===== config.mk =====
export PLATFORM = sky130hd
export DESIGN_NAME = agas_csr
export DESIGN_NICKNAME = d
export VERILOG_FILES = /design/src/design/agas_pkg.sv /design/src/design/agas_csr.sv
export SDC_FILE = /design/constraint.sdc
export NUM_CORES = 1
export LEC_CHECK = 0
export ABC_AREA = 1
export BUFFER_PORTS_ARGS = -buffer_cell sky130_fd_sc_hd__buf_2
export CORE_UTILIZATION = 38
export CTS_CLUSTER_DIAMETER = 80
export DETAILED_ROUTE_END_ITERATION = 7
export PLACE_DENSITY = 0.79
export SLEW_MARGIN = 10
export SYNTH_ARGS = -nofsm -noshare
export SYNTH_HDL_FRONTEND = slang
export SYNTH_SLANG_ARGS = --single-unit

===== constraint.sdc =====
create_clock -name clock -period 0.95 [get_ports clock]
set_clock_uncertainty 0.1 [all_clocks]
set_input_delay 0.1425 -clock clock [delete_from_list [all_inputs] [get_ports clock]]
set_output_delay 0.1425 -clock clock [all_outputs]
set_load 0.005 [all_outputs]

===== src/design/agas_pkg.sv =====
// types, constants and score arithmetic of the alignment score block
package agas_pkg;

   localparam int MAX_REF_LEN   = 256;
   localparam int SC_BITS       = 16;
   localparam int IDX_BITS      = (MAX_REF_LEN > 1) ? $clog2(MAX_REF_LEN) : 1;
   localparam int CNT_BITS      = $clog2(MAX_REF_LEN + 1);
   localparam int DELTA_BITS    = 8;
   localparam int CSR_ADDR_BITS = 4;
   localparam int CSR_DATA_BITS = 32;

   typedef logic signed [SC_BITS-1:0]    agas_score_type;
   typedef logic signed [DELTA_BITS-1:0] agas_delta_type;

   localparam agas_score_type SC_MIN = {1'b1, {(SC_BITS-1){1'b0}}};
   localparam agas_score_type SC_MAX = {1'b0, {(SC_BITS-1){1'b1}}};

   localparam logic CMD_LOAD  = 1'b0;
   localparam logic CMD_QUERY = 1'b1;

   localparam logic [1:0] REG_MATCH      = 2'd0;
   localparam logic [1:0] REG_MISMATCH   = 2'd1;
   localparam logic [1:0] REG_GAP_EXTEND = 2'd2;
   localparam logic [1:0] REG_GAP_OPEN   = 2'd3;

   localparam logic signed [4:0] MATCH_RESET      = 5'sd2;
   localparam logic signed [4:0] MISMATCH_RESET   = -5'sd3;
   localparam logic signed [4:0] GAP_EXTEND_RESET = -5'sd1;
   localparam logic signed [5:0] GAP_OPEN_RESET   = -6'sd5;

   typedef struct packed {
      logic signed [4:0] match_score;
      logic signed [4:0] mismatch_score;
      logic signed [4:0] gap_extend;
      logic signed [5:0] gap_open;
   } agas_cfg_type;

   // one query row travelling along the cells
   typedef struct packed {
      logic                valid;
      logic                first;
      logic                last;
      logic signed [4:0]   ms;
      logic signed [4:0]   mm;
      logic signed [4:0]   ge;
      logic signed [6:0]   goe;
      logic [7:0]          sym;
      logic [CNT_BITS-1:0] cnt;
      agas_score_type      dm;
      agas_score_type      dv;
      agas_score_type      dh;
      agas_score_type      lm;
      agas_score_type      lh;
      agas_score_type      lx;
      agas_score_type      lv;
   } agas_token_type;

   typedef struct packed {
      logic                we;
      logic [IDX_BITS-1:0] index;
      logic [7:0]          sym;
   } agas_load_type;

   function automatic agas_delta_type ext5(input logic signed [4:0] v);
      return {{(DELTA_BITS-5){v[4]}}, v};
   endfunction

   function automatic agas_delta_type ext7(input logic signed [6:0] v);
      return {{(DELTA_BITS-7){v[6]}}, v};
   endfunction

   // minus infinity absorbs, otherwise saturate at both ends
   function automatic agas_score_type sat_add(input agas_score_type s,
                                              input agas_delta_type d);
      logic [SC_BITS+1:0] r;
      agas_score_type     res;
      r = {{2{s[SC_BITS-1]}}, s} + {{(SC_BITS+2-DELTA_BITS){d[DELTA_BITS-1]}}, d};
      if (s == SC_MIN) begin
         res = SC_MIN;
      end else if (r[SC_BITS+1] && !(r[SC_BITS] && r[SC_BITS-1])) begin
         res = SC_MIN;
      end else if (!r[SC_BITS+1] && (r[SC_BITS] || r[SC_BITS-1])) begin
         res = SC_MAX;
      end else begin
         res = r[SC_BITS-1:0];
      end
      return res;
   endfunction

   function automatic agas_score_type max_score(input agas_score_type a,
                                                input agas_score_type b);
      return (a > b) ? a : b;
   endfunction

endpackage


===== src/design/agas_csr.sv =====
// configuration registers behind the apb-style port
module agas_csr (
   input  logic                                 clock,
   input  logic                                 reset,
   input  logic                                 psel,
   input  logic                                 penable,
   input  logic                                 pwrite,
   input  logic [agas_pkg::CSR_ADDR_BITS-1:0]   paddr,
   input  logic [agas_pkg::CSR_DATA_BITS-1:0]   pwdata,
   output logic [agas_pkg::CSR_DATA_BITS-1:0]   prdata,
   output logic                                 pready,
   output agas_pkg::agas_cfg_type               cfg
);

   localparam int DW = agas_pkg::CSR_DATA_BITS;

   agas_pkg::agas_cfg_type cfg_ff, cfg_in;
   logic [1:0]             reg_idx;
   logic                   wr_en;

   assign reg_idx = paddr[agas_pkg::CSR_ADDR_BITS-1:2];
   assign wr_en   = psel && penable && pwrite;
   assign pready  = 1'b1;

   always_comb begin
      cfg_in = cfg_ff;
      if (wr_en) begin
         unique case (reg_idx)
            agas_pkg::REG_MATCH:      cfg_in.match_score    = pwdata[4:0];
            agas_pkg::REG_MISMATCH:   cfg_in.mismatch_score = pwdata[4:0];
            agas_pkg::REG_GAP_EXTEND: cfg_in.gap_extend     = pwdata[4:0];
            agas_pkg::REG_GAP_OPEN:   cfg_in.gap_open       = pwdata[5:0];
         endcase
      end
   end

   always_ff @(posedge clock) begin
      if (reset) begin
         cfg_ff.match_score    <= agas_pkg::MATCH_RESET;
         cfg_ff.mismatch_score <= agas_pkg::MISMATCH_RESET;
         cfg_ff.gap_extend     <= agas_pkg::GAP_EXTEND_RESET;
         cfg_ff.gap_open       <= agas_pkg::GAP_OPEN_RESET;
      end else begin
         cfg_ff <= cfg_in;
      end
   end

   always_comb begin
      unique case (reg_idx)
         agas_pkg::REG_MATCH:      prdata = {{(DW-5){1'b0}}, cfg_ff.match_score};
         agas_pkg::REG_MISMATCH:   prdata = {{(DW-5){1'b0}}, cfg_ff.mismatch_score};
         agas_pkg::REG_GAP_EXTEND: prdata = {{(DW-5){1'b0}}, cfg_ff.gap_extend};
         agas_pkg::REG_GAP_OPEN:   prdata = {{(DW-6){1'b0}}, cfg_ff.gap_open};
      endcase
   end

   assign cfg = cfg_ff;

endmodule


==> summary.md <==
| Metric | Value |
|---|---|
| Worst R2R Path Depth | 4 |
| RSZ-0062 raised after global routing | true |
| TNS Setup | -4510 ps |
| Max-cap violations | 0 |
| CTS tree | done |
| Deepest clock path buffer count | 2 |
| Max VDD drop | 0.000507 V |
| Global-route wire length before repair | 5130 um |
| CP max stage cell | dfxtp_2 |
| Core Area | 2830 um^2 |
| Sink Count | 21 |
| Final RePlAce weighted congestion | 0.828 |
| Synth warnings | 0 |
| Area Growth Syn to Fin | 60.6% |
| GRT Total Usage | 20.6% |
| DIE AREA | 3270 um^2 |
| Simple-gate area share of the yosys netlist | 40.5% |
| Vias | 1349 |
| Final Cycle Share | 126% |
| Share of cells above drive strength 1 | 44.1% |
| Synth Register Bits | 21 |
| Post-DP HPWL | 2140 um |
| Syn Inst Count | 175 |
| Crit path cell chain | nand2_1 > nand4_1 > buf_2 |
| Multiplexer share of the synthesized area | 0% |
| Hold Fails Final Rpt | 0 |
| Switching pwr | 0.507 mW |
| Worst hold start | pwdata[3] |
| DRT Pass-1 Iters | 7 |
| Reg2reg setup slack | 40 ps |
| Height of the die | 57.2 um |
| Max Slew Vio Count | 0 |
| Initial antenna violation count | 0 |
| WHS Endpoint | cfg[14]$_SDFFE_PP1P_ |
| Filler Cells Inserted | 234 |
| Pint | 1.25 mW |
| Final core utilization | 65.6% |
| PwrDens | 948 nW/um^2 |
| # IOs | 95 |
| Max incr delay on CP | 360 ps |
| Fmax | 832 MHz |
| Status | complete, but fails checks |
| GRT overflow | 0 |
| Crit Path Category | flip-flop to output pin |
| Share of power burned in the clock network | 26.3% |
| Setup violators final | 27 |
| Minimum clock period | 1200 ps |
| Most frequent cells in the layout | nand2_1, buf_6, conb_1, nand3_1 |
| Post-route ant nets | 0 |
| Clock latency at the later pin of the worst-skew pair | 320 ps |
| Starting density of the core | 40.9% |
| Largest family of logic cells by synthesized area | simple AND/OR/NAND/NOR gates |
| CP required | 710 ps |
| Clock Root Buffer | clkbuf_4 |
| Hold path depth | 3 |
| H-tree depth | 1 |
| Failing checks | DRC, setup timing |
| Die Wd | 57.2 um |
| Crit. End Element | output pin |
| Avg Inst Size Synth | 6.61 um^2 |
| DRC Markers | 7 |
| Largest delay share family, worst path | flip-flops |
| Max Fanout on Critical Path | 2 |
| RR Startpoint | cfg[17]$_SDFFE_PP1P_ |
| Wire per inst | 11.9 um |
| Clk pin slew, worst setup/hold paths | 130 ps |
| Nets@finish | 298 |
| Distinct cells, synth | 13 |
| Critical Path Source Type | flip-flop |
| Leak | 0.985 nW |
| Final worst slack | -252 ps |
| PortBufs | 39 |
| Pin count of the biggest net entering global routing | 22 |
| Ant. Diodes | 0 |
| Reg-to-Reg End | cfg[17]$_SDFFE_PP1P_ |
| Comb pwr share | 21.6% |
| Largest register FFs | 21 |
| Total power | 1.76 mW |
| Synth Cell Area | 1160 um^2 |
| Sw Ratio | 28.8% |
| Post-synthesis adder-cell area fraction | 0% |
| DR iter-0 viols | 79 |
| Most common cell after layout, fill and taps aside | nand2_1 |
| Xor/xnor share of the synthesized area | 0% |
| Worst min-delay path class | input pin to flip-flop |
| Critical Path AT | 960 ps |
| Flop pwr share | 52.2% |
| Crit path buf inv count | 1 |
| Rows | 19 |
| Sequential area share after synthesis | 36.4% |
| Vias/cell | 4.70 |
| Total Routed Length | 3400 um |
| Pre-CTS setup slack | -168 ps |
| Synth Area in Compound Gates | 0.433% |
| Total CTS buffers | 3 |
| Vias in the first global route | 1153 |
## layer usage
layer  share of wire (%)  global-route usage (%)  up-vias
met2                  49                    35.3       59
met3                 7.0                    4.31        7
met1                  42                    25.7      625
li1                    -                       -      658
met5                   0                       0        -
met4                 1.4                    7.32        0
## worst reg2reg max path: stages (launching register included)
cell	delay [ps]
dfxtp_2	350
buf_6	110
buf_4	120
o21ai_2	50
nand3_1	80
## power by group through the flow
stage          Combinational (mW)  Clock (mW)  Sequential (mW)
2_1_floorplan               0.218           0            0.935
3_3_place_gp                0.279           0            0.935
3_5_place_dp                0.282           0            0.935
4_1_cts                     0.358       0.458            0.916
5_1_grt                     0.418       0.500            0.921
6_report                    0.380       0.462            0.918
## kinds of logic after synthesis
| kind of cell | Yosys count |
|---|---|
| other cells | 2 |
| buf+inv | 41 |
| compound gates | 1 |
| flops | 21 |
| simple gates | 110 |
## area by class of cell
class	count	area (um^2)	share of cell area [%]
repair buffers	81	712	38.3
multi-input cells	138	588	31.7
flip-flops and latches	21	447	24.1
inverters	12	45.0	2.43
well taps	31	38.8	2.09
clock buffers	4	26.3	1.42
## worst max-delay path by stage
| stage | start | to | slack, ps | depth (start not counted) |
|---|---|---|---|---|
| 6_report | cfg[3]$_SDFFE_PP1P_ | prdata[3] | -250 | 3 |
| 5_1_grt | cfg[18]$_SDFFE_PP0P_ | prdata[2] | -300 | 3 |
| 4_1_cts | cfg[3]$_SDFFE_PP1P_ | prdata[3] | -250 | 3 |
| 3_5_place_dp | paddr[3] | cfg[0]$_SDFFE_PP1P_ | -170 | 6 |
| 3_3_place_gp | paddr[3] | cfg[4]$_SDFFE_PP1P_ | -150 | 6 |
| 2_1_floorplan | psel | cfg[0]$_SDFFE_PP1P_ | 120 | 5 |
## repair_timing
action                                 4_1_cts  5_1_grt
setup buffers                               21        4
setup endpoints to repair                   27       30
hold buffers                                 5        0
pin swaps                                    6        7
resized for setup                           49       14
endpoints found under the hold margin       11        0
## per-stage QoR
step	hold slack, ps	cells	cell area, um^2
detailed placement	260	253	1380
finish	6.95	287	1860
global placement	258	253	1380
CTS	0.137	283	1780
global route	16.6	287	1860
floorplan	169	200	1250
## Yosys cell counts
cell type | number | share of area, %
buf_4 | 27 | 18
clkbuf_1 | 2 | 0.65
conb_1 | 2 | 0.65
dfxtp_1 | 21 | 36
inv_1 | 9 | 2.9
inv_2 | 3 | 0.97
nand2_1 | 63 | 20
nand3_1 | 22 | 9.5
nand4_1 | 5 | 2.7
nor2_1 | 16 | 5.2
nor2_2 | 3 | 1.6
nor2_4 | 1 | 0.97
o21ai_0 | 1 | 0.43
Note: power is estimated with default switching activity, not from simulation.
