[src/design/agas_pkg.sv]
// types, constants and score arithmetic of the alignment score block
package agas_pkg;

   localparam int MAX_REF_LEN   = 256;
   localparam int SC_BITS       = 16;
   localparam int IDX_BITS      = (MAX_REF_LEN > 1) ? $clog2(MAX_REF_LEN) : 1;
   localparam int CNT_BITS      = $clog2(MAX_REF_LEN + 1);
   localparam int DELTA_BITS    = 8;
   localparam int CSR_ADDR_BITS = 4;
   localparam int CSR_DATA_BITS = 32;

   typedef logic signed [SC_BITS-1:0]    agas_score_type;
   typedef logic signed [DELTA_BITS-1:0] agas_delta_type;

   localparam agas_score_type SC_MIN = {1'b1, {(SC_BITS-1){1'b0}}};
   localparam agas_score_type SC_MAX = {1'b0, {(SC_BITS-1){1'b1}}};

   localparam logic CMD_LOAD  = 1'b0;
   localparam logic CMD_QUERY = 1'b1;

   localparam logic [1:0] REG_MATCH      = 2'd0;
   localparam logic [1:0] REG_MISMATCH   = 2'd1;
   localparam logic [1:0] REG_GAP_EXTEND = 2'd2;
   localparam logic [1:0] REG_GAP_OPEN   = 2'd3;

   localparam logic signed [4:0] MATCH_RESET      = 5'sd2;
   localparam logic signed [4:0] MISMATCH_RESET   = -5'sd3;
   localparam logic signed [4:0] GAP_EXTEND_RESET = -5'sd1;
   localparam logic signed [5:0] GAP_OPEN_RESET   = -6'sd5;

   typedef struct packed {
      logic signed [4:0] match_score;
      logic signed [4:0] mismatch_score;
      logic signed [4:0] gap_extend;
      logic signed [5:0] gap_open;
   } agas_cfg_type;

   // one query row travelling along the cells
   typedef struct packed {
      logic                valid;
      logic                first;
      logic                last;
      logic signed [4:0]   ms;
      logic signed [4:0]   mm;
      logic signed [4:0]   ge;
      logic signed [6:0]   goe;
      logic [7:0]          sym;
      logic [CNT_BITS-1:0] cnt;
      agas_score_type      dm;
      agas_score_type      dv;
      agas_score_type      dh;
      agas_score_type      lm;
      agas_score_type      lh;
      agas_score_type      lx;
      agas_score_type      lv;
   } agas_token_type;

   typedef struct packed {
      logic                we;
      logic [IDX_BITS-1:0] index;
      logic [7:0]          sym;
   } agas_load_type;

   function automatic agas_delta_type ext5(input logic signed [4:0] v);
      return {{(DELTA_BITS-5){v[4]}}, v};
   endfunction

   function automatic agas_delta_type ext7(input logic signed [6:0] v);
      return {{(DELTA_BITS-7){v[6]}}, v};
   endfunction

   // minus infinity absorbs, otherwise saturate at both ends
   function automatic agas_score_type sat_add(input agas_score_type s,
                                              input agas_delta_type d);
      logic [SC_BITS+1:0] r;
      agas_score_type     res;
      r = {{2{s[SC_BITS-1]}}, s} + {{(SC_BITS+2-DELTA_BITS){d[DELTA_BITS-1]}}, d};
      if (s == SC_MIN) begin
         res = SC_MIN;
      end else if (r[SC_BITS+1] && !(r[SC_BITS] && r[SC_BITS-1])) begin
         res = SC_MIN;
      end else if (!r[SC_BITS+1] && (r[SC_BITS] || r[SC_BITS-1])) begin
         res = SC_MAX;
      end else begin
         res = r[SC_BITS-1:0];
      end
      return res;
   endfunction

   function automatic agas_score_type max_score(input agas_score_type a,
                                                input agas_score_type b);
      return (a > b) ? a : b;
   endfunction

endpackage

[src/design/agas_head.sv]
// request intake: reference loads, row start values and token injection
module agas_head (
   input  logic                      clock,
   input  logic                      reset,
   input  logic                      advance,
   input  agas_pkg::agas_cfg_type    cfg,
   input  logic                      req_valid,
   input  logic                      cmd,
   input  logic [7:0]                symbol,
   input  logic                      last,
   output agas_pkg::agas_token_type  head_tok,
   output agas_pkg::agas_load_type   load
);

   localparam int CW = agas_pkg::CNT_BITS;
   localparam int SW = agas_pkg::SC_BITS;

   logic [CW-1:0]             count_ff, count_in;
   logic                      closed_ff, closed_in;
   logic                      first_row_ff, first_row_in;
   agas_pkg::agas_score_type  left_vgap_ff, left_vgap_in;
   agas_pkg::agas_token_type  tok_ff, tok_in;

   logic                      accept;
   logic                      has_room;
   agas_pkg::agas_score_type  go_s, lv_base, lv_new;

   assign accept   = req_valid && advance;
   assign has_room = count_ff < CW'(agas_pkg::MAX_REF_LEN);
   assign go_s     = {{(SW-6){cfg.gap_open[5]}}, cfg.gap_open};
   assign lv_base  = first_row_ff ? go_s : left_vgap_ff;
   assign lv_new   = agas_pkg::sat_add(lv_base, agas_pkg::ext5(cfg.gap_extend));

   always_comb begin
      count_in     = count_ff;
      closed_in    = closed_ff;
      first_row_in = first_row_ff;
      left_vgap_in = left_vgap_ff;
      tok_in       = tok_ff;
      load         = '0;
      load.sym     = symbol;
      if (advance) begin
         tok_in = '0;
      end
      if (accept) begin
         if (cmd == agas_pkg::CMD_LOAD) begin
            // a closed reference restarts at column zero
            if (closed_ff) begin
               load.we    = 1'b1;
               load.index = '0;
               count_in   = CW'(1);
            end else if (has_room) begin
               load.we    = 1'b1;
               load.index = count_ff[agas_pkg::IDX_BITS-1:0];
               count_in   = count_ff + CW'(1);
            end
            closed_in    = last;
            first_row_in = 1'b1;
         end else begin
            tok_in.valid = 1'b1;
            tok_in.first = first_row_ff;
            tok_in.last  = last;
            tok_in.ms    = cfg.match_score;
            tok_in.mm    = cfg.mismatch_score;
            tok_in.ge    = cfg.gap_extend;
            tok_in.goe   = {cfg.gap_open[5], cfg.gap_open}
                           + {{2{cfg.gap_extend[4]}}, cfg.gap_extend};
            tok_in.sym   = symbol;
            tok_in.cnt   = count_ff;
            tok_in.dm    = first_row_ff ? '0 : agas_pkg::SC_MIN;
            tok_in.dv    = first_row_ff ? go_s : left_vgap_ff;
            tok_in.dh    = first_row_ff ? go_s : agas_pkg::SC_MIN;
            tok_in.lm    = agas_pkg::SC_MIN;
            tok_in.lh    = agas_pkg::SC_MIN;
            tok_in.lx    = agas_pkg::SC_MIN;
            tok_in.lv    = lv_new;
            left_vgap_in = lv_new;
            first_row_in = last;
         end
      end
   end

   always_ff @(posedge clock) begin
      if (reset) begin
         count_ff     <= '0;
         closed_ff    <= 1'b0;
         first_row_ff <= 1'b1;
         left_vgap_ff <= {{(SW-6){agas_pkg::GAP_OPEN_RESET[5]}}, agas_pkg::GAP_OPEN_RESET};
         tok_ff       <= '0;
      end else begin
         count_ff     <= count_in;
         closed_ff    <= closed_in;
         first_row_ff <= first_row_in;
         left_vgap_ff <= left_vgap_in;
         tok_ff       <= tok_in;
      end
   end

   assign head_tok = tok_ff;

endmodule

[config.mk]
export PLATFORM = sky130hd
export DESIGN_NAME = agas_head
export DESIGN_NICKNAME = d
export VERILOG_FILES = /design/src/design/agas_pkg.sv /design/src/design/agas_head.sv
export SDC_FILE = /design/constraint.sdc
export NUM_CORES = 1
export LEC_CHECK = 0
export BUFFER_PORTS_ARGS = -buffer_cell sky130_fd_sc_hd__buf_2
export CORE_MARGIN = 2
export CORE_UTILIZATION = 25
export DETAILED_ROUTE_END_ITERATION = 10
export SYNTH_ARGS = -nofsm -noshare
export SYNTH_HDL_FRONTEND = slang
export SYNTH_SLANG_ARGS = --single-unit
[constraint.sdc]
create_clock -name clock -period 3.7 [get_ports clock]
set_input_delay 0.555 -clock clock [delete_from_list [all_inputs] [get_ports clock]]
set_output_delay 0.555 -clock clock [all_outputs]
set_load 0.01 [all_outputs]
==> flow_summary.ini, run 1 <==
[status]
status = completed

[final_layout]
areaGrowthSynthToFinish_pct = 28.7
num_antenna_cells = 0
layout-drive-gt1-share = 0.311
final_cell_mix = buf_2, dfxtp_1, and2_1
final_common_cell = buf_2
final.fill_count = 2791
finalNetCount = 930
instances_no_fill = 1224

[worst_setup_path]
cp_max_fo = 14
worstPathArrival_ps = 3520
worstPathRequired_ps = 3980
critical_path_class = reg -> reg
worstSetupEndpointType = flip-flop
crit_path_start_kind = flip-flop

[clock_tree]
clockRootBuffer = clkbuf_16
clk-insertion-delay-late_ps = 420
path_clk_slew_ps = 70
cts_tree = built
clock-sinks = 181
cts_buffers = 17
htree_levels = 4
ctsLongestPathBuffers = 2

[placed_design]
place.port_buffers = 205
dp_hpwl_um = 14300
gp_routability_congestion = 0.960
place_inst = 1192

[yosys]
synth_warnings = 0
synth-seq-cells = 181
syn_inst = 671
syn-mean-instance-area_um2 = 10.2
ys.flop_type = dfxtp_1
yosysUniqueCellTypes = 59
synth_edf_count = 0
seq_area_frac_synth = 0.527
synthArstFlopShare = 0
netlist_area_um2 = 6870
syn_nets = 731

[flow_run]
cap_violations = 0

[detailed_routing]
drc = 0
viasPerCell = 4.49
first_pass_iters = 4
wl_um = 19200
first_iter_violations = 336
wl_per_cell_um = 15.7
vias = 5501
postRouteAntennaNets = 0

[floorplan]
dieArea_um2 = 28800
num_io_pins = 206
die_y_um = 170
core_area_um2 = 27000
num_rows = 60
die_w_um = 170
start_util = 0.255

[grt]
antenna_found_initial = 0
grt-ovfl-total = 0
grt_pass1_wl_um = 29200
grt.total_usage = 0.131
grt_pass1_vias = 5154
grt_max_degree = 59

[timing]
hold_viol_final = 0
drv_slew = 0
maxSlewHeadroom = 0.481
whs_ps = 347
fin_crit_ps = 3240
post-route-period-util = 0.876
finalSetupViolCount = 0
worst_pin_slew_ps = 775
clock_skew_ps = 13.1
rsz0062_at_grt = no
fmax_mhz = 308
tns_ps = 0

[power]
power_mw = 4.37
peakVddDrop_uv = 325
p_per_area_nw_per_um2 = 495
leakagePower_nw = 4.35

[min_path]
hold_path_class = in -> reg
==> repair_timing <==
item | 4_1_cts | 5_1_grt
setup endpoints to repair | 0 | 1
setup buffers | 0 | 0
hold buffers | 0 | 0
resized for setup | 0 | 1
==> synth_stat cells (4+ instances only) <==
cell type / count / share of area
nor2_1: 22 / 0.012
xor2_1: 13 / 0.017
o221ai_1: 6 / 0.0076
o21ai_0: 28 / 0.020
nand2_1: 61 / 0.033
a22o_1: 57 / 0.073
nand3_1: 9 / 0.0066
mux2_2: 5 / 0.0082
inv_1: 18 / 0.0098
xnor2_1: 7 / 0.0089
buf_1: 4 / 0.0022
and2_1: 69 / 0.063
dfxtp_1: 181 / 0.53
o211ai_1: 17 / 0.019
a21o_1: 19 / 0.021
buf_2: 4 / 0.0029
or2_2: 4 / 0.0036
buf_4: 8 / 0.0087
nor2b_1: 7 / 0.0064
nor3_1: 7 / 0.0051
clkbuf_1: 24 / 0.013
a31oi_1: 4 / 0.0036
and3_1: 6 / 0.0055
a21oi_1: 18 / 0.013
ha_1: 23 / 0.042
==> cell type report <==
cell class / instances / area (um2) / share of cell area
Sequential cell: 181 / 3620 / 0.410
Multi-Input combinational cell: 431 / 3000 / 0.339
Timing Repair Buffer: 221 / 1150 / 0.130
Clock buffer: 18 / 429 / 0.0485
Tap cell: 341 / 427 / 0.0482
Clock inverter: 14 / 151 / 0.0171
Inverter: 18 / 67.6 / 0.00764
==> sequential cells by signal (all words and copies together) (netlist names) <==
| signal | cells |
|---|---|
| head_tok | 154 |
| first_row_ff | 1 |
| closed_ff | 1 |
| count_ff | 9 |
| left_vgap_ff | 16 |
==> final timing paths <==
check | from | end | slack [ps] | depth (start not counted)
worst max-delay path | first_row_ff$_SDFFE_PP1P_ | left_vgap_ff[12]$_SDFFE_PP1P_ | 460 | 11
worst min-delay path | cfg[17] | head_tok[147]$_SDFF_PP0_ | 350 | 2
worst max register to register | first_row_ff$_SDFFE_PP1P_ | left_vgap_ff[12]$_SDFFE_PP1P_ | 460 | 11
worst min register to register | head_tok[153]$_SDFF_PP0_ | head_tok[153]$_SDFF_PP0_ | 440 | 2
==> critical path, cell delays in order, from the launching register on <==
cell and delay (ps):
dfxtp_1 410, buf_4 200, mux2_2 390, fa_1 450, a21o_1 250, a31oi_4 240
nor4_2 90, o211ai_2 260, nand2_2 240, a31oi_1 200, buf_4 210, o311ai_0 140
==> stage by stage <==
stage	util	area [um2]	setup slack, ps
4_1_cts	0.328	8840	326
3_3_place_gp	0.307	8260	261
2_1_floorplan	-	6870	486
3_5_place_dp	0.307	8260	183
6_report	0.328	8840	458
5_1_grt	0.328	8840	140
==> layer usage <==
layer  share of wire  vias to the layer above  GRT usage
met3           0.062                       13     0.0354
li1                -                     2762          -
met1            0.45                     2575      0.166
met5               0                        -          0
met2            0.48                      151      0.220
met4           0.011                        0     0.0372
==> kinds of logic after synthesis <==
logic type      Yosys count  share of synthesized area
simple gates            201                      0.153
flops                   181                      0.527
compound gates          178                      0.197
buf+inv                  59                     0.0384
fa+ha+maj                26                     0.0494
xor+xnor                 20                     0.0255
mux                       6                    0.00965
==> report_power, final <==
group,switching [mW],internal (mW),total [mW]
combinational,0.337,0.204,0.541
sequential,0.0360,2.00,2.04
clock,0.791,1.00,1.79
(Power assumes the default switching activity.)
==> run 2, diff against run 1 <==
CORE_UTILIZATION = 51   (was 25)
PLACE_DENSITY = 0.79   (was not set)
==> flow_summary.ini, run 2 (synthesis results as in run 1) <==
[status]
status = completed

[timing]
worst_pin_slew_ps = 921
post-route-period-util = 0.930
clock_skew_ps = 6.53
rsz0062_at_grt = no
tns_ps = 0
hold_viol_final = 0
fmax_mhz = 291
fin_crit_ps = 3440
maxSlewHeadroom = 0.386
whs_ps = 339
finalSetupViolCount = 0
drv_slew = 0

[worst_setup_path]
critical_path_class = reg -> reg
crit_start = first_row_ff$_SDFFE_PP1P_
r2r_end = left_vgap_ff[0]$_SDFFE_PP1P_
critPathMaxStageDelay_ps = 480
critPathTopFamily = compound AO/OA/AOI/OAI gates
crit_path_start_kind = flip-flop
endpoint = left_vgap_ff[0]$_SDFFE_PP1P_
r2r_cells = 11
worstPathRequired_ps = 4040
worstSetupEndpointType = flip-flop
crit_chain = buf_4 -> mux2_2 -> ha_1 -> o211a_1 -> a21oi_2 -> o31ai_2 -> a21oi_2 -> xnor2_1 -> o21ai_0 -> buf_4 -> o211ai_1
critPathSlowestCell = dfxtp_1
path_buf_inv = 2
cp_max_fo = 17
r2r-start = first_row_ff$_SDFFE_PP1P_
cp.depth = 11
worstPathArrival_ps = 3780
reg2reg_slack_ps = 260

[final_layout]
final.fill_count = 1071
areaGrowthSynthToFinish_pct = 25.4
final_cell_mix = buf_2, dfxtp_1, and2_1
finish.utilization = 0.653
fin_area_um2 = 8620
finalNetCount = 926
num_antenna_cells = 0
instances_no_fill = 1055
largest_register_ffs = 154
final_common_cell = buf_2
layout-drive-gt1-share = 0.306

[grt]
grt-ovfl-total = 0
grt_max_degree = 100
antenna_found_initial = 0
grt_pass1_vias = 5443
grt.total_usage = 0.245
grt_pass1_wl_um = 28100

[clock_tree]
cts_setup_buffers = 0
ctsLongestPathBuffers = 2
clockRootBuffer = clkbuf_16
path_clk_slew_ps = 70
cts_buffers = 17
clock-sinks = 181
ctsResizeCount = 0
cts_tree = built
htree_levels = 4
clk-insertion-delay-late_ps = 420
cts_hold_buf = 0

[floorplan]
start_util = 0.521
core_area_um2 = 13200
num_rows = 42
die_y_um = 120
num_io_pins = 206
dieArea_um2 = 14400
die_w_um = 120

[placed_design]
gp_routability_congestion = 0.867
place_inst = 1023
place.port_buffers = 205
place_area_um2 = 8030
dp_hpwl_um = 12500

[detailed_routing]
first_iter_violations = 421
wl_um = 17400
vias = 5647
wl_per_cell_um = 16.5
postRouteAntennaNets = 0
first_pass_iters = 4
drc = 0
viasPerCell = 5.35

[flow_run]
cap_violations = 0

[power]
p_per_area_nw_per_um2 = 504
leakagePower_nw = 4.34
peakVddDrop_uv = 289

[min_path]
hold_path_class = in -> reg
hold_path_depth = 2
run 2: cell count changes in the layout (fill, tap and decap cells not counted):
cell	before	now
buf_4	16	12
clkbuf_1	1	2
clkbuf_8	0	3
clkinv_2	3	2
clkinv_4	2	0
clkinvlp_4	4	3
inv_6	2	3
inv_8	1	0
nand2_1	60	61
nand2_2	1	0
run 2: routing by layer:
metal,part of all wire,track usage,up-vias
met2,0.47,0.404,189
li1,-,-,2759
met1,0.43,0.308,2661
met4,0.026,0.0993,0
met3,0.066,0.0585,38
met5,0,0,-
run 2: final cells by class:
type	instances	area [um2]	area share
Clock buffer	22	474	0.0550
Clock inverter	10	119	0.0138
Inverter	18	67.6	0.00784
Multi-Input combinational cell	431	3000	0.348
Sequential cell	181	3620	0.420
Tap cell	176	220	0.0256
Timing Repair Buffer	217	1120	0.130
run 2: worst min-delay path by stage:
| stage | start | end |
|---|---|---|
| after floorplan | left_vgap_ff[8]$_SDFFE_PP1P_ | left_vgap_ff[8]$_SDFFE_PP1P_ |
| after global placement | head_tok[153]$_SDFF_PP0_ | head_tok[153]$_SDFF_PP0_ |
| after detailed placement | head_tok[72]$_SDFF_PP0_ | head_tok[72]$_SDFF_PP0_ |
| after CTS | cfg[16] | head_tok[146]$_SDFF_PP0_ |
| after global routing | cfg[18] | head_tok[148]$_SDFF_PP0_ |
| final | cfg[16] | head_tok[146]$_SDFF_PP0_ |
run 2: power by group:
part           switching [mW]  leakage, nW  internal, mW  total, mW
Sequential             0.0338         1.47          2.00       2.04
Combinational           0.321         2.59         0.198      0.518
Clock                   0.736        0.284          1.05       1.79
run 2: per-stage QoR:
stage | worst slack [ps] | power [mW]
finish | 260 | 4.35
global route | 27.8 | 4.53
CTS | 318 | 4.37
detailed placement | 174 | 2.59
global placement | 293 | 2.58
floorplan | 486 | 2.42
