$ cat src/design/agas_pkg.sv
// types, constants and score arithmetic of the alignment score block
package agas_pkg;

   localparam int MAX_REF_LEN   = 256;
   localparam int SC_BITS       = 16;
   localparam int IDX_BITS      = (MAX_REF_LEN > 1) ? $clog2(MAX_REF_LEN) : 1;
   localparam int CNT_BITS      = $clog2(MAX_REF_LEN + 1);
   localparam int DELTA_BITS    = 8;
   localparam int CSR_ADDR_BITS = 4;
   localparam int CSR_DATA_BITS = 32;

   typedef logic signed [SC_BITS-1:0]    agas_score_type;
   typedef logic signed [DELTA_BITS-1:0] agas_delta_type;

   localparam agas_score_type SC_MIN = {1'b1, {(SC_BITS-1){1'b0}}};
   localparam agas_score_type SC_MAX = {1'b0, {(SC_BITS-1){1'b1}}};

   localparam logic CMD_LOAD  = 1'b0;
   localparam logic CMD_QUERY = 1'b1;

   localparam logic [1:0] REG_MATCH      = 2'd0;
   localparam logic [1:0] REG_MISMATCH   = 2'd1;
   localparam logic [1:0] REG_GAP_EXTEND = 2'd2;
   localparam logic [1:0] REG_GAP_OPEN   = 2'd3;

   localparam logic signed [4:0] MATCH_RESET      = 5'sd2;
   localparam logic signed [4:0] MISMATCH_RESET   = -5'sd3;
   localparam logic signed [4:0] GAP_EXTEND_RESET = -5'sd1;
   localparam logic signed [5:0] GAP_OPEN_RESET   = -6'sd5;

   typedef struct packed {
      logic signed [4:0] match_score;
      logic signed [4:0] mismatch_score;
      logic signed [4:0] gap_extend;
      logic signed [5:0] gap_open;
   } agas_cfg_type;

   // one query row travelling along the cells
   typedef struct packed {
      logic                valid;
      logic                first;
      logic                last;
      logic signed [4:0]   ms;
      logic signed [4:0]   mm;
      logic signed [4:0]   ge;
      logic signed [6:0]   goe;
      logic [7:0]          sym;
      logic [CNT_BITS-1:0] cnt;
      agas_score_type      dm;
      agas_score_type      dv;
      agas_score_type      dh;
      agas_score_type      lm;
      agas_score_type      lh;
      agas_score_type      lx;
      agas_score_type      lv;
   } agas_token_type;

   typedef struct packed {
      logic                we;
      logic [IDX_BITS-1:0] index;
      logic [7:0]          sym;
   } agas_load_type;

   function automatic agas_delta_type ext5(input logic signed [4:0] v);
      return {{(DELTA_BITS-5){v[4]}}, v};
   endfunction

   function automatic agas_delta_type ext7(input logic signed [6:0] v);
      return {{(DELTA_BITS-7){v[6]}}, v};
   endfunction

   // minus infinity absorbs, otherwise saturate at both ends
   function automatic agas_score_type sat_add(input agas_score_type s,
                                              input agas_delta_type d);
      logic [SC_BITS+1:0] r;
      agas_score_type     res;
      r = {{2{s[SC_BITS-1]}}, s} + {{(SC_BITS+2-DELTA_BITS){d[DELTA_BITS-1]}}, d};
      if (s == SC_MIN) begin
         res = SC_MIN;
      end else if (r[SC_BITS+1] && !(r[SC_BITS] && r[SC_BITS-1])) begin
         res = SC_MIN;
      end else if (!r[SC_BITS+1] && (r[SC_BITS] || r[SC_BITS-1])) begin
         res = SC_MAX;
      end else begin
         res = r[SC_BITS-1:0];
      end
      return res;
   endfunction

   function automatic agas_score_type max_score(input agas_score_type a,
                                                input agas_score_type b);
      return (a > b) ? a : b;
   endfunction

endpackage

$ cat src/design/agas_cell.sv
// one reference column: stored row scores and one token stage
module agas_cell (
   input  logic                           clock,
   input  logic                           reset,
   input  logic                           advance,
   input  logic [agas_pkg::CNT_BITS-1:0]  col,
   input  logic                           sym_we,
   input  logic [7:0]                     sym_wdata,
   input  agas_pkg::agas_token_type       left_tok,
   output agas_pkg::agas_token_type       right_tok
);

   logic [7:0]                sym_ff, sym_in;
   agas_pkg::agas_score_type  m_ff, m_in;
   agas_pkg::agas_score_type  v_ff, v_in;
   agas_pkg::agas_score_type  h_ff, h_in;
   agas_pkg::agas_token_type  tok_ff, tok_in;

   logic                      active;
   agas_pkg::agas_delta_type  sub_d, ge_d, goe_d;
   agas_pkg::agas_score_type  up_m, up_v, up_h;
   agas_pkg::agas_score_type  n_m, n_v, n_h, n_x;

   assign active = left_tok.valid && (col < left_tok.cnt);
   assign ge_d   = agas_pkg::ext5(left_tok.ge);
   assign goe_d  = agas_pkg::ext7(left_tok.goe);
   assign sub_d  = (left_tok.sym == sym_ff) ? agas_pkg::ext5(left_tok.ms)
                                            : agas_pkg::ext5(left_tok.mm);

   // first row sees the boundary instead of stored values
   assign up_m = left_tok.first ? agas_pkg::SC_MIN : m_ff;
   assign up_v = left_tok.first ? agas_pkg::SC_MIN : v_ff;
   assign up_h = left_tok.first ? agas_pkg::sat_add(left_tok.dh, ge_d) : h_ff;

   assign n_m = agas_pkg::max_score(
                   agas_pkg::max_score(agas_pkg::sat_add(left_tok.dm, sub_d),
                                       agas_pkg::sat_add(left_tok.dv, sub_d)),
                   agas_pkg::sat_add(left_tok.dh, sub_d));
   assign n_v = agas_pkg::max_score(agas_pkg::sat_add(up_m, goe_d),
                                    agas_pkg::sat_add(up_v, ge_d));
   assign n_h = agas_pkg::max_score(
                   agas_pkg::max_score(agas_pkg::sat_add(left_tok.lm, goe_d),
                                       agas_pkg::sat_add(left_tok.lh, ge_d)),
                   agas_pkg::sat_add(left_tok.lx, ge_d));
   assign n_x = agas_pkg::sat_add(up_v, ge_d);

   always_comb begin
      sym_in = sym_we ? sym_wdata : sym_ff;
      m_in   = m_ff;
      v_in   = v_ff;
      h_in   = h_ff;
      tok_in = tok_ff;
      if (advance) begin
         tok_in = left_tok;
         if (active) begin
            m_in      = n_m;
            v_in      = n_v;
            h_in      = n_h;
            tok_in.dm = up_m;
            tok_in.dv = up_v;
            tok_in.dh = up_h;
            tok_in.lm = n_m;
            tok_in.lh = n_h;
            tok_in.lx = n_x;
            tok_in.lv = n_v;
         end
      end
   end

   always_ff @(posedge clock) begin
      sym_ff <= sym_in;
      m_ff   <= m_in;
      v_ff   <= v_in;
      h_ff   <= h_in;
   end

   always_ff @(posedge clock) begin
      if (reset) begin
         tok_ff <= '0;
      end else begin
         tok_ff <= tok_in;
      end
   end

   assign right_tok = tok_ff;

endmodule

$ cat config.mk
export PLATFORM = sky130hd
export DESIGN_NAME = agas_cell
export DESIGN_NICKNAME = d
export VERILOG_FILES = /design/src/design/agas_pkg.sv /design/src/design/agas_cell.sv
export SDC_FILE = /design/constraint.sdc
export NUM_CORES = 1
export LEC_CHECK = 0
export BUFFER_PORTS_ARGS = -buffer_cell sky130_fd_sc_hd__buf_4
export CAP_MARGIN = 20
export CORE_ASPECT_RATIO = 1.2
export CORE_MARGIN = 2
export CORE_UTILIZATION = 59
export CTS_CLUSTER_DIAMETER = 100
export DETAILED_ROUTE_END_ITERATION = 8
export HOLD_SLACK_MARGIN = 0.08
export PLACE_DENSITY_LB_ADDON = 0.2
export SYNTH_ARGS = -nofsm -noshare
export SYNTH_HDL_FRONTEND = slang
export SYNTH_SLANG_ARGS = --single-unit
$ cat constraint.sdc
create_clock -name clock -period 12.2 [get_ports clock]
set_input_delay 1.83 -clock clock [delete_from_list [all_inputs] [get_ports clock]]
set_output_delay 1.83 -clock clock [all_outputs]
set_load 0.01 [all_outputs]
==> metrics.csv, run 1 <==
stage;metric;value;unit
clock_tree;root_buffer;clkbuf_16;
sta;holdWs;486;ps
floorplanning;rows;74;
synth;syn-num-nets;3012;
global_route;gr-usage-met2;69.7;%
clock_tree;cts-hold-fix-buffers;0;
global_route;grt_use_total;40.7;%
floorplanning;dieWidth;174;um
placed_design;hpwlAfterDp;59300;um
sta;setup-tns-final;0;ps
route;drc;0;
floorplanning;start_util;59.9;%
pwr;p_per_area;169;nW/um^2
clock_tree;clk_latency;580;ps
synth;synth_compound_area_share;27.4;%
synth;synthMuxAreaShare;3.20;%
clock_tree;cts_tree;yes;
global_route;grtUsageMet3;6.04;%
floorplanning;die_y;208;um
clock_tree;cts.repair.resized;0;
route;dr.pass1.iters;7;
synth;synthCells;2596;
sta;setup_viol;0;
global_route;globalRoute.busiestLayer;met2;
layout;finish.instance_area;23900;um^2
synth;synth_area;20400;um^2
critical_path;slowest_delay;850;ps
placed_design;gp_congestion;1.04;
placed_design;place_area;23100;um^2
placed_design;port-buffer-count;328;
synth;ys_seq_area_share;23.4;%
sta;finClkSkew;46.0;ps
route;wl_per_cell;23.0;um
critical_path;path_class;in2reg;
floorplanning;die_area;36100;um^2
critical_path;critPathLaunchType;input port;
critical_path;critPathSlowestCell;mux2_2;
clock_tree;cts_buffer_depth;3;
synth;async_flop_share;0;%
synth;synth_top_family_by_area;compound AO/OA/AOI/OAI gates;
synth;synth-edff-count;56;
sta;max_slew_margin;27.8;%
sta;rsz0062_at_grt;no;
clock_tree;cts_max_level;1;
synth;synthDistinctLibCells;92;
pwr;p_leak;0.0108;uW
global_route;grt_max_degree;97;
route;finalWirelength;76700;um
layout;diodes;0;
layout;area_delta_synth_final;17.4;%
worst_hold_path;hold_class;reg2reg;
flow_run;drv_cap;0;
synth;synth-xor-area-share;4.64;%
global_route;grt_remaining_overflow;0;
synth;synthFlopType;dfxtp_1;
global_route;grt_pass1_vias;21200;
clock_tree;cts_made_buffers;24;
sta;fmax;94.3;MHz
critical_path;crit_path_end_kind;flip-flop;
synth;synth_area_per_cell;7.86;um^2
route;antenna_left;0;
global_route;grt_pass1_wl;118000;um
sta;finalCritPeriodShare;86.9;%
layout;drive_gt1_share;15.5;%
sta;worstMarginPinSlew;1080;ps
synth;synthSimpleGateAreaFrac;22.5;%
floorplanning;ioPinCount;329;
global_route;met1_usage;49.2;%
synth;ys_seq_elements;210;
synth;ys_warn_count;0;
floorplanning;core_region_area;34100;um^2
status;status;completed;
critical_path;cp_max_fo;36;
layout;final_nets;3268;
sta;min_period;10600;ps
sta;hold_viol;0;
route;viasPerCell;6.66;
clock_tree;clk_pin_slew;60;ps
critical_path;required;12650;ps
global_route;antenna_found_initial;1;
clock_tree;postCtsSetupBuffers;0;
pwr;vdd_drop_max;0.161;mV
layout;fin_util;70.3;%
route;vias;22100;
route;drt_iter0_markers;2192;
critical_path;crit_arrival;11040;ps
clock_tree;clock-sinks;210;
sta;slew_violations;0;
synth;synth-adder-area-share;15.1;%
power by group:
part           internal, uW  leakage [uW]  switching [uW]
registers               888       0.00180            73.5
logic                   859       0.00860            1470
clock network           429      0.000395             318
area by class of cell:
type,count,area (um^2)
sequential,210,4760
inverter,87,327
fill,2762,10100
timing repair buffer,342,2570
clock buffer,35,713
multi-input combinational,2187,14900
tap,456,571
clock inverter,9,95.1
layer usage:
layer	vias up	share of wire [%]
li1	10200	-
met1	10500	38
met2	1231	47
met3	271	8.2
met4	2	6.2
met5	-	0.017
cell usage after synthesis (all sizes together), types with 18 or more instances:
cell type,n,area share (%)
nor3b,23,0.87
buf,28,0.63
edfxtp,56,8.2
clkbuf,84,1.5
a211oi,50,1.9
nor3,60,1.5
a311oi,47,2.0
xor2,42,1.8
nand2b,50,1.5
nor2b,53,1.6
ha,232,14
a21o,75,2.8
mux2i,55,2.8
nand3,51,1.3
nor4,31,1.1
nor2,289,5.3
a211o,23,0.99
a21oi,163,4.0
nand4,29,0.89
o21ai,197,4.9
and3,23,0.73
inv,86,1.6
o21bai,21,0.77
o21a,41,1.5
dfxtp,154,15
a31oi,18,0.58
nand2,260,4.8
o211ai,42,1.6
xnor2,66,2.8
registers in the layout, summed over array words and instances (netlist names):
name	flops
h_ff	16
m_ff	16
right_tok	154
sym_ff	8
v_ff	16
final timing paths:
kind,slack [ps],start,to,cells after the start
max,1600,left_tok[124],right_tok[62],35
min,490,right_tok[105],right_tok[105],2
max reg2reg,2580,sym_ff[3],right_tok[62],34
min reg2reg,490,right_tok[105],right_tok[105],2
through the flow:
step	std cells	total power (uW)	setup WS, ps
after floorplan	2596	2440	2840
after global placement	3281	3170	1650
after detailed placement	3281	3220	1410
after CTS	3325	3970	1910
after global routing	3326	4260	1100
final	3326	4040	1600
kinds of logic (layout without fill, tap and decap cells):
group | count (synthesis) | in the layout
AND/OR/NAND/NOR | 951 | 951
AO/OA/AOI/OAI | 824 | 824
adder cells (fa/ha/maj) | 241 | 241
flip-flops | 210 | 210
buffers and inverters | 199 | 473
XOR/XNOR | 108 | 108
multiplexers | 63 | 63
worst max-delay path, delay by kind of cell:
family                   cells  cell delay, ps
AO/OA/AOI/OAI               14            3390
AND/OR/NAND/NOR             12            3070
adder cells (fa/ha/maj)      3            1040
multiplexers                 1             850
buffers and inverters        4             630
XOR/XNOR                     1             170
layout by cell type (no fill, tap or decap), types with 12 or more instances in the layout:
| master | n |
|---|---|
| and3_1 | 22 |
| nand2b_1 | 50 |
| nor3b_1 | 22 |
| o21ai_0 | 177 |
| o21a_1 | 41 |
| edfxtp_1 | 56 |
| a31oi_1 | 17 |
| a21oi_1 | 162 |
| nand3_1 | 51 |
| nor2_1 | 289 |
| nand2_1 | 259 |
| dfxtp_1 | 154 |
| nor4b_1 | 12 |
| ha_1 | 232 |
| inv_1 | 86 |
| o21ai_1 | 17 |
| clkbuf_16 | 25 |
| nor2b_1 | 53 |
| a311oi_1 | 47 |
| nor3_1 | 58 |
| a211oi_1 | 46 |
| xnor2_1 | 66 |
| and2_1 | 16 |
| a2111oi_0 | 16 |
| o22ai_1 | 15 |
| nand4_1 | 29 |
| xor2_1 | 42 |
| o211ai_1 | 41 |
| or2_2 | 15 |
| a21o_1 | 74 |
| nor4_1 | 29 |
| nand3b_1 | 12 |
| buf_4 | 339 |
| a211o_1 | 23 |
| o21bai_1 | 21 |
| mux2i_1 | 54 |
(Power assumes the default switching activity.)
==> run 2: changes to the inputs <==
Settings changed: CORE_UTILIZATION 59 to 39.
==> run 2 against run 1 <==
Effect of this change: final area up 1.6%; register-to-register slack about the same; clock skew down 25 ps; sequential share of layout area shrank 0.31 points; non-clock buffer count grew 1; sequential power hardly changed; first-iteration DRC count is 31% lower.
==> metrics.csv, run 2 (synthesis results as in run 1) <==
stage;metric;value;unit
status;status;completed;
route;vias;21200;
sta;hold_viol;0;
layout;layout_common_cells;buf_4 (340), nor2_1 (289), nand2_1 (259), ha_1 (232), o21ai_0 (177);
layout;fillers;5206;
placed_design;hpwlAfterDp;66400;um
sta;fmax;94.5;MHz
route;dr.pass1.iters;5;
clock_tree;cts-hold-fix-buffers;0;
clock_tree;cts.repair.resized;0;
layout;drive_gt1_share;15.6;%
pwr;p_per_area;168;nW/um^2
global_route;grt_max_degree;109;
sta;worstMarginPinSlew;1040;ps
critical_path;worst_path_most_repeated_cell;buf_4;
route;antenna_left;0;
clock_tree;cts_tree;yes;
sta;finalCritPeriodShare;86.7;%
sta;setup_viol;0;
pwr;switching_share;46.5;%
sta;max_slew_margin;30.0;%
layout;seq_area;4760;um^2
critical_path;cpLargestDelayFamily;compound AO/OA/AOI/OAI gates;
sta;slew_violations;0;
layout;finish.instance_area;24300;um^2
route;wl_per_cell;23.2;um
layout;final_nets;3272;
critical_path;crit_path_end_kind;flip-flop;
clock_tree;clock-sinks;210;
clock_tree;cts_max_level;1;
floorplanning;dieWidth;213;um
layout;final_cells;3574;
clock_tree;postCtsSetupBuffers;0;
global_route;grt_remaining_overflow;0;
sta;rsz0062_at_grt;no;
global_route;grt_pass1_vias;20800;
sta;finalWorstSetupSlack;1620;ps
clock_tree;cts_buffer_depth;3;
critical_path;cp_max_fo;36;
critical_path;slowest_delay;740;ps
clock_tree;root_buffer;clkbuf_16;
critical_path;required;12660;ps
flow_run;drv_cap;0;
global_route;grt_pass1_wl;124000;um
floorplanning;die_area;54200;um^2
pwr;seqPwrFrac;23.5;%
critical_path;crit_arrival;11030;ps
placed_design;gp_congestion;0.971;
placed_design;place_area;23400;um^2
floorplanning;rows;91;
clock_tree;cts_made_buffers;27;
critical_path;crit_buf_inv;5;
global_route;grt_use_total;29.7;%
global_route;antenna_found_initial;1;
route;viasPerCell;5.94;
pwr;power.internal;2190;uW
pwr;clkPwrFrac;19.6;%
route;finalWirelength;82800;um
worst_hold_path;hold_class;reg2reg;
layout;fin_util;47.1;%
pwr;p_leak;0.0108;uW
route;drc;0;
pwr;combPwrFrac;56.9;%
route;drt_iter0_markers;1511;
floorplanning;start_util;39.5;%
layout;layout_commonest_cell;buf_4;
placed_design;port-buffer-count;328;
critical_path;critPathSlowestCell;mux2_2;
floorplanning;die_y;255;um
floorplanning;core_region_area;51600;um^2
pwr;vdd_drop_max;0.115;mV
floorplanning;ioPinCount;329;
critical_path;critPathLaunchType;input port;
pwr;p_sw;1900;uW
placed_design;dp_slack;1200;ps
sta;min_period;10580;ps
clock_tree;clk_latency;570;ps
layout;area_delta_synth_final;19.2;%
sta;setup-tns-final;0;ps
clock_tree;clk_pin_slew;60;ps
critical_path;path_class;in2reg;
layout;largest_reg_flops;154;
placed_design;dp_cells;3523;
layout;multi_input_area;14900;um^2
layout;diodes;0;
sta;finClkSkew;20.6;ps
run 2: cell types whose count changed in the layout (fill, tap and decap cells not counted), moves of 2 or more:
cell       previous run  this run
clkbuf_8              6         2
clkbuf_16            25        28
clkinv_1              0         5
clkbuf_1              5         3
inv_6                 0         3
clkinv_4              3         5
run 2: path summary, 6_finish.rpt:
path	end	startpoint	slack, ps	depth (start not counted)
worst min-delay path	right_tok[104]	right_tok[104]	480	2
worst min register to register	right_tok[104]	right_tok[104]	480	2
worst max register to register	right_tok[54]	sym_ff[7]	2590	32
worst max-delay path	right_tok[54]	left_tok[128]	1620	33
run 2: layout make-up:
type,count,share of cell area [%]
Sequential cell,210,19.6
Clock inverter,18,0.571
Timing Repair Buffer,343,10.7
Tap cell,697,3.59
Clock buffer,32,2.98
Multi-Input combinational cell,2187,61.2
Inverter,87,1.34
run 2: routing by layer:
metal	vias up	wire length (um)	global-route usage [%]
li1	10200	-	-
met1	10100	35400	37.7
met2	702	39600	51.2
met3	172	3810	2.54
met4	2	3970	13.1
met5	-	15	0
run 2: through the flow:
| stage | power (uW) | hold WS [ps] |
|---|---|---|
| after global routing | 4350 | 500 |
| after CTS | 4080 | 484 |
| final | 4090 | 481 |
| after global placement | 3260 | 457 |
| after detailed placement | 3270 | 471 |
| after floorplan | 2440 | 490 |
run 2: worst min-delay path: stages, from the launching register on:
cell,delay [ps]
dfxtp_1,310
nor2_1,80
a311oi_1,50
run 2: power by group through the flow:
stage	Clock [uW]	Sequential [uW]	Combinational, uW
6_report	802	961	2330
5_1_grt	839	970	2540
4_1_cts	816	961	2310
3_5_place_dp	0	974	2290
3_3_place_gp	0	973	2280
2_1_floorplan	0	967	1470
